[src/sv/wsd_ram.sv]
// Generic single-write, single-read synchronous RAM with registered read.
`timescale 1ns / 1ps
`default_nettype none
module wsd_ram #(
   parameter int WIDTH = 8,
   parameter int DEPTH = 64
) (
   input  wire logic                     clock,
   input  wire logic                     wr_en,
   input  wire logic [$clog2(DEPTH)-1:0] wr_addr,
   input  wire logic [WIDTH-1:0]         wr_data,
   input  wire logic [$clog2(DEPTH)-1:0] rd_addr,
   output logic      [WIDTH-1:0]         rd_data
);
   logic [WIDTH-1:0] mem [DEPTH];

   always_ff @(posedge clock) begin
      if (wr_en) begin
         mem[wr_addr] <= wr_data;
      end
      rd_data <= mem[rd_addr];
   end
endmodule
`default_nettype wire

[config.mk]
export PLATFORM = sky130hd
export DESIGN_NAME = wsd_ram
export DESIGN_NICKNAME = d
export VERILOG_FILES = /design/src/sv/wsd_ram.sv
export SDC_FILE = /design/constraint.sdc
export NUM_CORES = 1
export LEC_CHECK = 0
export BUFFER_PORTS_ARGS = -buffer_cell sky130_fd_sc_hd__buf_2
export CAP_MARGIN = 20
export CORE_MARGIN = 3
export CORE_UTILIZATION = 49
export CTS_CLUSTER_DIAMETER = 100
export DETAILED_ROUTE_END_ITERATION = 10
export MAX_ROUTING_LAYER = met4
export PLACE_DENSITY_LB_ADDON = 0.12
export SLEW_MARGIN = 30
export SYNTH_ARGS = -nofsm -noshare
export SYNTH_HDL_FRONTEND = slang
export SYNTH_SLANG_ARGS = --single-unit
[constraint.sdc]
create_clock -name clock -period 4.1 [get_ports clock]
set_input_delay 0.82 -clock clock [delete_from_list [all_inputs] [get_ports clock]]
set_output_delay 0.82 -clock clock [all_outputs]
set_load 0.01 [all_outputs]
==> results_tabular.tex <==
\begin{tabular}{lr}
\hline
Metric & Value \\
\hline
\multicolumn{2}{l}{\textbf{Detailed routing}} \\
Pre-antenna DRT Iters & 5 \\
1st-iter DRT viols & $\sim$1000 \\
Wirelength per Cell & 29.2 um \\
Detailed-route wire length & about 47 mm \\
Via-per-instance ratio & 6.05 \\
DRC viols & 0 \\
Total via count after detailed routing & 9685 \\
Antenna viol nets, final & 0 \\
\multicolumn{2}{l}{\textbf{Yosys}} \\
Cell count after synthesis & 940 \\
Top FF cell, synth & sky130\_fd\_sc\_hd\_\_edfxtp\_1 \\
Post-Synth XOR/XNOR Area & 0\% \\
Mapped Area & 20200 sq um \\
Proportion of synthesized chip area in sequential cells & between 70\% and 80\% \\
Largest family of logic cells by synthesized area & multiplexers \\
Post-synthesis simple-gate area fraction & 3.39\% \\
Number of enable flip-flop cells after synthesis & 512 \\
Compound-Gate Fraction of Synth Area & 2.07\% \\
Distinct cells, synth & 40 \\
Async S/R FF share, synth & 0\% \\
Post-synthesis share of cell area spent on full adders, half adders and majority gates & 0\% \\
Mux share of post-synthesis cell area & 15.9\% \\
Average instance area after synthesis & between 20 and 25 sq um \\
\#FFs+latches synth & 520 \\
Post-synthesis net count & 962 \\
Yosys warnings & 0 \\
\multicolumn{2}{l}{\textbf{Setup path}} \\
Type of origin of the critical path & input port \\
Largest incremental delay on the critical path & 0.89 ns \\
Crit Path Category & in -> reg \\
Top delay family on crit path & compound AO/OA/AOI/OAI gates \\
Required time reported for the critical path endpoint & 4.52 ns \\
Number of buffers and inverters on the critical path & 2 \\
Largest fanout on the critical path & 44 \\
Number of cells on the critical path & 5 \\
Cell type of the slowest stage on the worst timing path & sky130\_fd\_sc\_hd\_\_a2111oi\_0 \\
Cell Chain, Critical Path & clkbuf\_8 -> buf\_4 -> mux4\_2 -> a2111oi\_0 -> o41ai\_1 \\
Cell count of the worst reg-to-reg path & 4 \\
Arrival time worst endpoint & 3.33 ns \\
Worst setup EP type & register \\
\multicolumn{2}{l}{\textbf{Global routing}} \\
Residual overflow from global routing & 0 \\
Largest net degree at the start of global routing & between 60 and 70 \\
Vias in the first global route & 9814 \\
Global-route wire length before repair & 68.9 mm \\
Total global routing track utilization & about 22\% \\
Antenna violations before repair & 1 \\
\multicolumn{2}{l}{\textbf{Placement}} \\
Count of input and output buffers & 29 \\
Setup slack at placement & 0.610 ns \\
GP Congestion & 0.821 \\
Placed wire-length estimate & 30.0 mm \\
\multicolumn{2}{l}{\textbf{Clock network}} \\
Clock latency at the later pin of the worst-skew pair & 0.60 ns \\
H-tree levels & 2 \\
TritonCTS clock tree & done \\
Clock transition time at the flip-flop clock pins of the worst setup and hold paths & 0.06 ns \\
Sink count of the clock tree & 520 \\
Count of instances resized after the clock tree is built & 0 \\
Root Buffer Master & sky130\_fd\_sc\_hd\_\_clkbuf\_16 \\
Post-CTS Setup Bufs & 0 \\
Clock buffers created by TritonCTS & 52 \\
Number of buffers inserted by hold repair at cts & 0 \\
Buffer depth of the longest clock path & 3 \\
\multicolumn{2}{l}{\textbf{Timing}} \\
Final worst-path setup slack & 1.20 ns \\
Accumulated negative setup slack & 0 ns \\
Final period utilization & 70.8\% \\
Worst Skew & 0.0327 ns \\
Worst Max-Slew Pin Slew & 0.979 ns \\
Max-slew headroom at the worst pin & approximately a third \\
Number of max-slew violations in the final report & 0 \\
Clock period minus final worst setup slack & 2.90 ns \\
Max Freq & approximately 0.34 GHz \\
Number of hold violations in the final report & 0 \\
Setup repair after global routing missed its margin & no \\
Final Hold Slack & about 0.68 ns \\
Count of final setup violators & 0 \\
\multicolumn{2}{l}{\textbf{Floorplanning}} \\
Width of the die & 209 um \\
Area of the die & 43600 sq um \\
Effective utilization at floorplan & between 50 and 60\% \\
Cell Rows & 73 \\
Core Footprint & 40200 sq um \\
Floorplan die height & 209 um \\
Number of primary I/O pins & 30 \\
\multicolumn{2}{l}{\textbf{Power and ir drop}} \\
Power per standard cell area & 479 nW/um\^{}2 \\
Peak supply drop & 0.326 mV \\
Static leakage & 7.19 nW \\
\multicolumn{2}{l}{\textbf{Final layout}} \\
Number of filler cells placed in the layout & between 3000 and 4000 \\
Net total in the final layout & between 1000 and 1500 \\
Fraction of final layout cells sized beyond drive strength 1 & 28.2\% \\
Layout overhead on the synthesized area & 12.9\% \\
\multicolumn{2}{l}{\textbf{Outcome}} \\
Outcome & finished clean \\
\multicolumn{2}{l}{\textbf{Min path}} \\
Type of the tightest min-delay check & in -> reg \\
Worst hold path depth & 3 \\
\multicolumn{2}{l}{\textbf{Run}} \\
Maximum capacitance violations & 0 \\
\hline
\end{tabular}
==> stage by stage <==
stage	util [%]	cells	power (mW)	area, sq um
after CTS	56.6	1599	11.0	22800
after global routing	56.7	1600	11.2	22800
after detailed placement	52.8	1509	6.58	21200
after global placement	52.7	1509	6.57	21200
final	56.7	1600	10.9	22800
after floorplan	-	940	6.32	20200
==> metal layers <==
| metal | up-vias | global-route usage [%] | share of wire [%] |
|---|---|---|---|
| li1 | 4125 | - | - |
| met1 | 5162 | 33.8 | 45 |
| met2 | 325 | 32.2 | 46 |
| met3 | 73 | 3.95 | 6.1 |
| met4 | 0 | 6.21 | 2.2 |
| met5 | - | - | 0 |
==> sequential cells by signal, indices dropped and copies added, names as in the netlist <==
signal   count
mem        512
rd_data      8
==> worst reg2reg max path: stages, from the launching register on <==
cell                        delay (ns)
sky130_fd_sc_hd__edfxtp_1         0.35
sky130_fd_sc_hd__mux4_2           0.52
sky130_fd_sc_hd__nor2b_1          0.17
sky130_fd_sc_hd__a2111oi_0        0.87
sky130_fd_sc_hd__o41ai_1          0.17
==> layout by cell type, fill, tap and decap left out, types with 4 or more instances in the layout <==
cell type,instances
sky130_fd_sc_hd__dfxtp_1,8
sky130_fd_sc_hd__nor2b_1,14
sky130_fd_sc_hd__edfxtp_1,512
sky130_fd_sc_hd__clkinv_1,9
sky130_fd_sc_hd__o22ai_1,8
sky130_fd_sc_hd__nor2_1,82
sky130_fd_sc_hd__nor3_1,7
sky130_fd_sc_hd__a211oi_1,4
sky130_fd_sc_hd__nand2_1,19
sky130_fd_sc_hd__o221ai_1,8
sky130_fd_sc_hd__a221oi_1,6
sky130_fd_sc_hd__clkbuf_1,15
sky130_fd_sc_hd__mux4_2,126
sky130_fd_sc_hd__mux2_2,13
sky130_fd_sc_hd__buf_4,67
sky130_fd_sc_hd__nand2b_1,7
sky130_fd_sc_hd__nand3_1,13
sky130_fd_sc_hd__buf_2,24
sky130_fd_sc_hd__clkinv_2,8
sky130_fd_sc_hd__mux2i_1,23
sky130_fd_sc_hd__clkbuf_16,53
==> path summary, 6_finish.rpt <==
kind	slack, ns	start	to
worst max register to register	1.85	mem[3][3]	rd_data[3]
worst min-delay path	0.68	rd_addr[5]	rd_data[2]
worst min register to register	0.84	mem[22][1]	rd_data[1]
worst max-delay path	1.20	rd_addr[0]	rd_data[3]
==> logic make-up (layout without fill, tap and decap cells) <==
logic type | after synthesis | in the layout
AO/OA/AOI/OAI | 54 | 54
flip-flops | 520 | 520
buffers and inverters | 51 | 185
other | 0 | 1
multiplexers | 162 | 162
AND/OR/NAND/NOR | 153 | 153
==> power by group <==
part           switching, mW  leakage, nW  internal, mW
Clock                   1.91        0.768          2.55
Combinational          0.345         1.75         0.212
Sequential            0.0179         4.67          5.88
Total                   2.28         7.19          8.64
==> cell usage after synthesis, types with 3 or more instances <==
cell / number / area [sq um]
sky130_fd_sc_hd__a211oi_1: 4 / 30.0
sky130_fd_sc_hd__a21oi_1: 3 / 15.0
sky130_fd_sc_hd__a221oi_1: 6 / 52.6
sky130_fd_sc_hd__a22oi_1: 3 / 22.5
sky130_fd_sc_hd__buf_1: 4 / 15.0
sky130_fd_sc_hd__buf_2: 11 / 55.1
sky130_fd_sc_hd__buf_4: 13 / 97.6
sky130_fd_sc_hd__buf_6: 4 / 45.0
sky130_fd_sc_hd__clkbuf_1: 17 / 63.8
sky130_fd_sc_hd__dfxtp_1: 8 / 160
sky130_fd_sc_hd__edfxtp_1: 512 / 15400
sky130_fd_sc_hd__mux2_2: 13 / 146
sky130_fd_sc_hd__mux2i_1: 23 / 230
sky130_fd_sc_hd__mux4_2: 126 / 2840
sky130_fd_sc_hd__nand2_1: 19 / 71.3
sky130_fd_sc_hd__nand2b_1: 7 / 43.8
sky130_fd_sc_hd__nand3_1: 13 / 65.1
sky130_fd_sc_hd__nand3b_1: 3 / 22.5
sky130_fd_sc_hd__nor2_1: 83 / 312
sky130_fd_sc_hd__nor2b_1: 14 / 87.6
sky130_fd_sc_hd__nor3_1: 7 / 35.0
sky130_fd_sc_hd__o2111ai_1: 3 / 26.3
sky130_fd_sc_hd__o221ai_1: 8 / 70.1
sky130_fd_sc_hd__o22ai_1: 8 / 50.1
sky130_fd_sc_hd__o2bb2ai_1: 3 / 26.3
==> cell type report <==
type | count | area, sq um | share of cell area [%]
timing repair buffer | 95 | 697 | 3.06
antenna | 1 | 2.50 | 0.0110
tap | 525 | 657 | 2.88
clock inverter | 22 | 181 | 0.797
multi-input combinational | 369 | 4320 | 19.0
sequential | 520 | 15500 | 68.2
clock buffer | 68 | 1380 | 6.07
Power figures use the tool's default switching activity.
