**src/sv/wsd_pkg.sv**
```systemverilog
// Shared constants, codes and types for the work-stealing task deques.
`timescale 1ns / 1ps
`default_nettype none
package wsd_pkg;
   localparam int LANE_W     = 6;
   localparam int SLOT_W     = 6;
   localparam int CNT_W      = SLOT_W + 1;
   localparam int TASK_W     = 12;
   localparam int LANES      = 1 << LANE_W;
   localparam int SLOTS      = 1 << SLOT_W;
   localparam int RING_DEPTH = LANES * SLOTS;
   localparam int SEED_W     = 64;
   localparam int ACT_W      = 7;
   localparam int DIVIDEND_W = SEED_W - 33;

   localparam logic [SEED_W-1:0] LCG_MUL   = 64'd6364136223846793005;
   localparam logic [SEED_W-1:0] LCG_ADD   = 64'd1442695040888963407;
   localparam logic [SEED_W-1:0] SEED_BASE = 64'h9e3779b97f4a7c15;
   localparam logic [ACT_W-1:0]  ACT_RESET = 7'd2;
   localparam logic [ACT_W-1:0]  ACT_MAX   = ACT_W'(LANES);

   localparam logic [1:0] OP_PUSH  = 2'd0;
   localparam logic [1:0] OP_POP   = 2'd1;
   localparam logic [1:0] OP_STEAL = 2'd2;
   localparam logic [1:0] OP_NOP   = 2'd3;

   localparam logic [1:0] ST_DONE  = 2'd0;
   localparam logic [1:0] ST_EMPTY = 2'd1;
   localparam logic [1:0] ST_FULL  = 2'd2;

   typedef enum logic [3:0] {
      S_CLEAR, S_IDLE, S_LOOK, S_TAKE, S_LCG, S_SCAN_RD, S_SCAN_CHK, S_FIN
   } wsd_state_type;

   typedef enum logic [2:0] {
      L_IDLE, L_M0, L_M1, L_M2, L_SUM, L_DIV, L_DONE
   } lcg_state_type;

   typedef struct packed {
      logic [SEED_W-1:0] seed;
      logic [LANE_W-1:0] offset;
   } lcg_res_type;
endpackage
`default_nettype wire

```
**src/sv/wsd_lcg.sv**
```systemverilog
// Seed advance (split 64-bit multiply) and bit-serial modulo for the steal start lane.
`timescale 1ns / 1ps
`default_nettype none
module wsd_lcg (
   input  wire logic                        clock,
   input  wire logic                        reset,
   input  wire logic                        start,
   input  wire logic [wsd_pkg::SEED_W-1:0]  seed_in,
   input  wire logic [wsd_pkg::ACT_W-1:0]   lanes_in,
   output logic                             done,
   output wsd_pkg::lcg_res_type             result
);
   wsd_pkg::lcg_state_type state_ff, state_in;
   logic [wsd_pkg::SEED_W-1:0]     seed_ff, seed_in_r;
   logic [63:0]                    p0_ff, p0_in;
   logic [31:0]                    p1_ff, p1_in, p2_ff, p2_in;
   logic [wsd_pkg::ACT_W-1:0]      lanes_ff, lanes_in_r;
   logic [wsd_pkg::DIVIDEND_W-1:0] quo_ff, quo_in;
   logic [wsd_pkg::ACT_W-1:0]      rem_ff, rem_in, trial;
   logic [4:0]                     bit_ff, bit_in;

   always_ff @(posedge clock) begin
      if (reset) begin
         state_ff <= wsd_pkg::L_IDLE;
      end else begin
         state_ff <= state_in;
      end
      seed_ff  <= seed_in_r;
      p0_ff    <= p0_in;
      p1_ff    <= p1_in;
      p2_ff    <= p2_in;
      lanes_ff <= lanes_in_r;
      quo_ff   <= quo_in;
      rem_ff   <= rem_in;
      bit_ff   <= bit_in;
   end

   always_comb begin
      state_in   = state_ff;
      seed_in_r  = seed_ff;
      p0_in      = p0_ff;
      p1_in      = p1_ff;
      p2_in      = p2_ff;
      lanes_in_r = lanes_ff;
      quo_in     = quo_ff;
      rem_in     = rem_ff;
      bit_in     = bit_ff;
      done       = 1'b0;
      trial      = {rem_ff[wsd_pkg::ACT_W-2:0], quo_ff[wsd_pkg::DIVIDEND_W-1]};
      unique case (state_ff)
         wsd_pkg::L_IDLE: begin
            if (start) begin
               seed_in_r  = seed_in;
               lanes_in_r = lanes_in;
               state_in   = wsd_pkg::L_M0;
            end
         end
         wsd_pkg::L_M0: begin
            p0_in    = 64'(seed_ff[31:0]) * 64'(wsd_pkg::LCG_MUL[31:0]);
            state_in = wsd_pkg::L_M1;
         end
         wsd_pkg::L_M1: begin
            p1_in    = 32'(seed_ff[63:32] * wsd_pkg::LCG_MUL[31:0]);
            state_in = wsd_pkg::L_M2;
         end
         wsd_pkg::L_M2: begin
            p2_in    = 32'(seed_ff[31:0] * wsd_pkg::LCG_MUL[63:32]);
            state_in = wsd_pkg::L_SUM;
         end
         wsd_pkg::L_SUM: begin
            // cross terms only reach the upper word mod 2^64
            seed_in_r = p0_ff + {p1_ff + p2_ff, 32'd0} + wsd_pkg::LCG_ADD;
            quo_in    = seed_in_r[wsd_pkg::SEED_W-1:33];
            rem_in    = '0;
            bit_in    = '0;
            state_in  = wsd_pkg::L_DIV;
         end
         wsd_pkg::L_DIV: begin
            rem_in = (trial >= lanes_ff) ? trial - lanes_ff : trial;
            quo_in = {quo_ff[wsd_pkg::DIVIDEND_W-2:0], 1'b0};
            bit_in = bit_ff + 5'd1;
            if (bit_ff == 5'(wsd_pkg::DIVIDEND_W - 1)) begin
               state_in = wsd_pkg::L_DONE;
            end
         end
         wsd_pkg::L_DONE: begin
            done     = 1'b1;
            state_in = wsd_pkg::L_IDLE;
         end
         default: state_in = wsd_pkg::L_IDLE;
      endcase
      result.seed   = seed_ff;
      result.offset = rem_ff[wsd_pkg::LANE_W-1:0];
   end
endmodule
`default_nettype wire

```
**config.mk**
```make
export PLATFORM = sky130hd
export DESIGN_NAME = wsd_lcg
export DESIGN_NICKNAME = d
export VERILOG_FILES = /design/src/sv/wsd_pkg.sv /design/src/sv/wsd_lcg.sv
export SDC_FILE = /design/constraint.sdc
export NUM_CORES = 2
export LEC_CHECK = 0
export BUFFER_PORTS_ARGS = -buffer_cell sky130_fd_sc_hd__buf_2
export CAP_MARGIN = 30
export CORE_UTILIZATION = 60
export CTS_CLUSTER_SIZE = 14
export DETAILED_ROUTE_END_ITERATION = 10
export PLACE_DENSITY = 0.77
export SYNTH_ARGS = -nofsm -noshare
export SYNTH_HDL_FRONTEND = slang
export SYNTH_SLANG_ARGS = --single-unit
```
**constraint.sdc**
```tcl
create_clock -name clock -period 9.2 [get_ports clock]
set_input_delay 0.92 -clock clock [delete_from_list [all_inputs] [get_ports clock]]
set_output_delay 0.92 -clock clock [all_outputs]
set_load 0.05 [all_outputs]
```
==> qor.yml <==
worstSetupPathType: "register to register"
coreArea_um2: 78870
maxCapViolCount: 0
layout.cells.non_filler: 5911
synth.avg_cell_area_um2: 10.23
wirelength_um: 145800
yosys.cell_types.count: 79
synth.ff_latch_count: 243
syn_inst: 4676
postRouteAntennaNets: 0
start_util_pct: 60.63
vias_per_cell: 5.754
skew_ns: 0.03497
ctsHoldBuffers: 0
dr.pass1.iters: 5
crit_arrival_ns: 8.56
drtIter0Drc: 2723
ios: 145
fin_crit_ns: 8.259
final_common_cell: "inv_1"
port_buffers: 144
grt.total_usage_pct: 36.91
rsz0062_at_grt: "no"
status: "finished, final reports clean"
drive_above_1_share_pct: 5.290
final_cell_mix: "inv_1, fa_1, ha_1"
htree_num_levels: 2
die_w_um: 284.3
worstSkewPairLatency_ns: 0.58
numClockSinks: 243
crit_required_ns: 9.50
cts_tree: "done"
syn_area_um2: 47820
fin_crit_sh_pct: 89.77
design.die.area_um2: 80830
path_max_fanout: 12
drv_slew: 0
cts_buffer_depth: 3
cts_root_buf: "clkbuf_16"
dp_hpwl_um: 126900
finalHoldViolations: 0
fillers: 6451
placed_cells: 5846
post_cts_resized: 0
relSlewSlack_pct: 23.14
num-nets-final: 6532
cts_buffers: 35
ys.flop_type: "edfxtp_1"
die_y_um: 284.3
place_congestion: 1.052
final_util_pct: 64.78
grt_pass1_vias: 35700
critPathLaunchType: "register"
cts_setup_buffers: 0
antenna_found_initial: 6
grt_max_degree: 67
hp-class: "register to register"
tightest_slew_ns: 1.142
ys_warn_count: 0
grt_overflow: 0
setup_viol: 0
clk_pin_slew_worst_paths_ns: 0.06
syn-num-nets: 6375
via_count: 34010
synth_edf_count: 240
area_growth_pct: 6.856
fin_worst_hold_slack_ns: 0.5261
async_flop_share_pct: 0
max_freq_mhz: 121.1
endpoint_kind: "register"
routedWlPerCell_um: 24.67
drc: 0
final.setup.tns_ns: 0
rows: 103
grt_pass1_wl_um: 218500
ys_seq_area_share_pct: 15.20
## area by class of cell
class,instances,area [um^2],area share [%]
well taps,1050,1314,2.571
repair buffers,178,985.9,1.930
diodes,3,7.507,0.01469
multi-input cells,3085,35520,69.52
flip-flops and latches,243,7267,14.22
inverters,1290,4842,9.477
clock buffers,39,890.9,1.744
clock inverters,23,267.8,0.5240
## worst max-delay path, cell delays in order, from the launching register on
cell	delay (ns)
edfxtp_1	0.80
inv_1	0.32
fa_1	0.64
fa_1	0.47
fa_1	0.54
inv_1	0.05
fa_1	0.51
inv_1	0.06
fa_1	0.52
inv_1	0.05
fa_1	0.40
fa_1	0.53
fa_1	0.41
ha_1	0.45
and3_1	0.22
nor2b_1	0.34
nand2_1	0.14
nor4_1	0.42
o21ai_0	0.13
nand2b_1	0.08
a21oi_1	0.13
o31ai_1	0.43
a221oi_1	0.17
xnor2_1	0.15
## synth_stat cells, types with 29 or more instances
| cell | number | share of area [%] |
|---|---|---|
| a21o_1 | 91 | 1.4 |
| a21oi_1 | 174 | 1.8 |
| clkbuf_1 | 52 | 0.41 |
| edfxtp_1 | 240 | 15 |
| fa_1 | 813 | 34 |
| ha_1 | 812 | 21 |
| inv_1 | 1290 | 10 |
| nand2_1 | 198 | 1.6 |
| nand2b_1 | 29 | 0.38 |
| nand3_1 | 51 | 0.53 |
| nor2_1 | 122 | 0.96 |
| nor3_1 | 31 | 0.32 |
| o21a_1 | 32 | 0.50 |
| o21ai_0 | 154 | 1.6 |
| xnor2_1 | 181 | 3.3 |
| xor2_1 | 68 | 1.2 |
## final timing paths
path                    start        end  slack, ns  cells after the start
setup / recovery  seed_ff[17]  p0_ff[47]       0.94                     23
hold / removal      quo_ff[8]  quo_ff[9]       0.53                      2
setup reg to reg  seed_ff[17]  p0_ff[47]       0.94                     23
hold reg to reg     quo_ff[8]  quo_ff[9]       0.53                      2
## metal layers
layer / vias up / share of wire [%] / global-route usage, %
li1: 15240 / - / -
met5: - / 0 / 0
met2: 1275 / 48 / 60.90
met3: 357 / 6.1 / 4.045
met1: 17130 / 40 / 47.57
met4: 0 / 6.6 / 20.81
## per-stage QoR
stage          area (um^2)  worst slack [ns]
2_1_floorplan        47820             1.356
5_1_grt              51090            0.5498
3_5_place_dp         49930            0.9856
4_1_cts              51090            0.9401
6_report             51090            0.9410
3_3_place_gp         49900             1.111
## flip-flops by register name, indices dropped and copies added, names as in the netlist
name / cells
bit_ff: 5
lanes_ff: 7
p0_ff: 63
p1_ff: 32
p2_ff: 32
quo_ff: 31
rem_ff: 6
seed_ff: 64
state_ff: 3
## logic make-up after synthesis
group / Yosys count / share of synthesized area (%)
AOI/OAI and AO/OA: 642 / 8.565
buffers and inverters: 1348 / 10.61
adders and majority gates: 1625 / 55.29
and+or+nand+nor: 565 / 5.702
xor gates and xnor gates: 249 / 4.561
muxes: 4 / 0.08374
DFF: 243 / 15.20
Power is left out: the tool's default activity adds up to more than one toggle a clock period on the data nets, which glitch-free logic cannot reach.
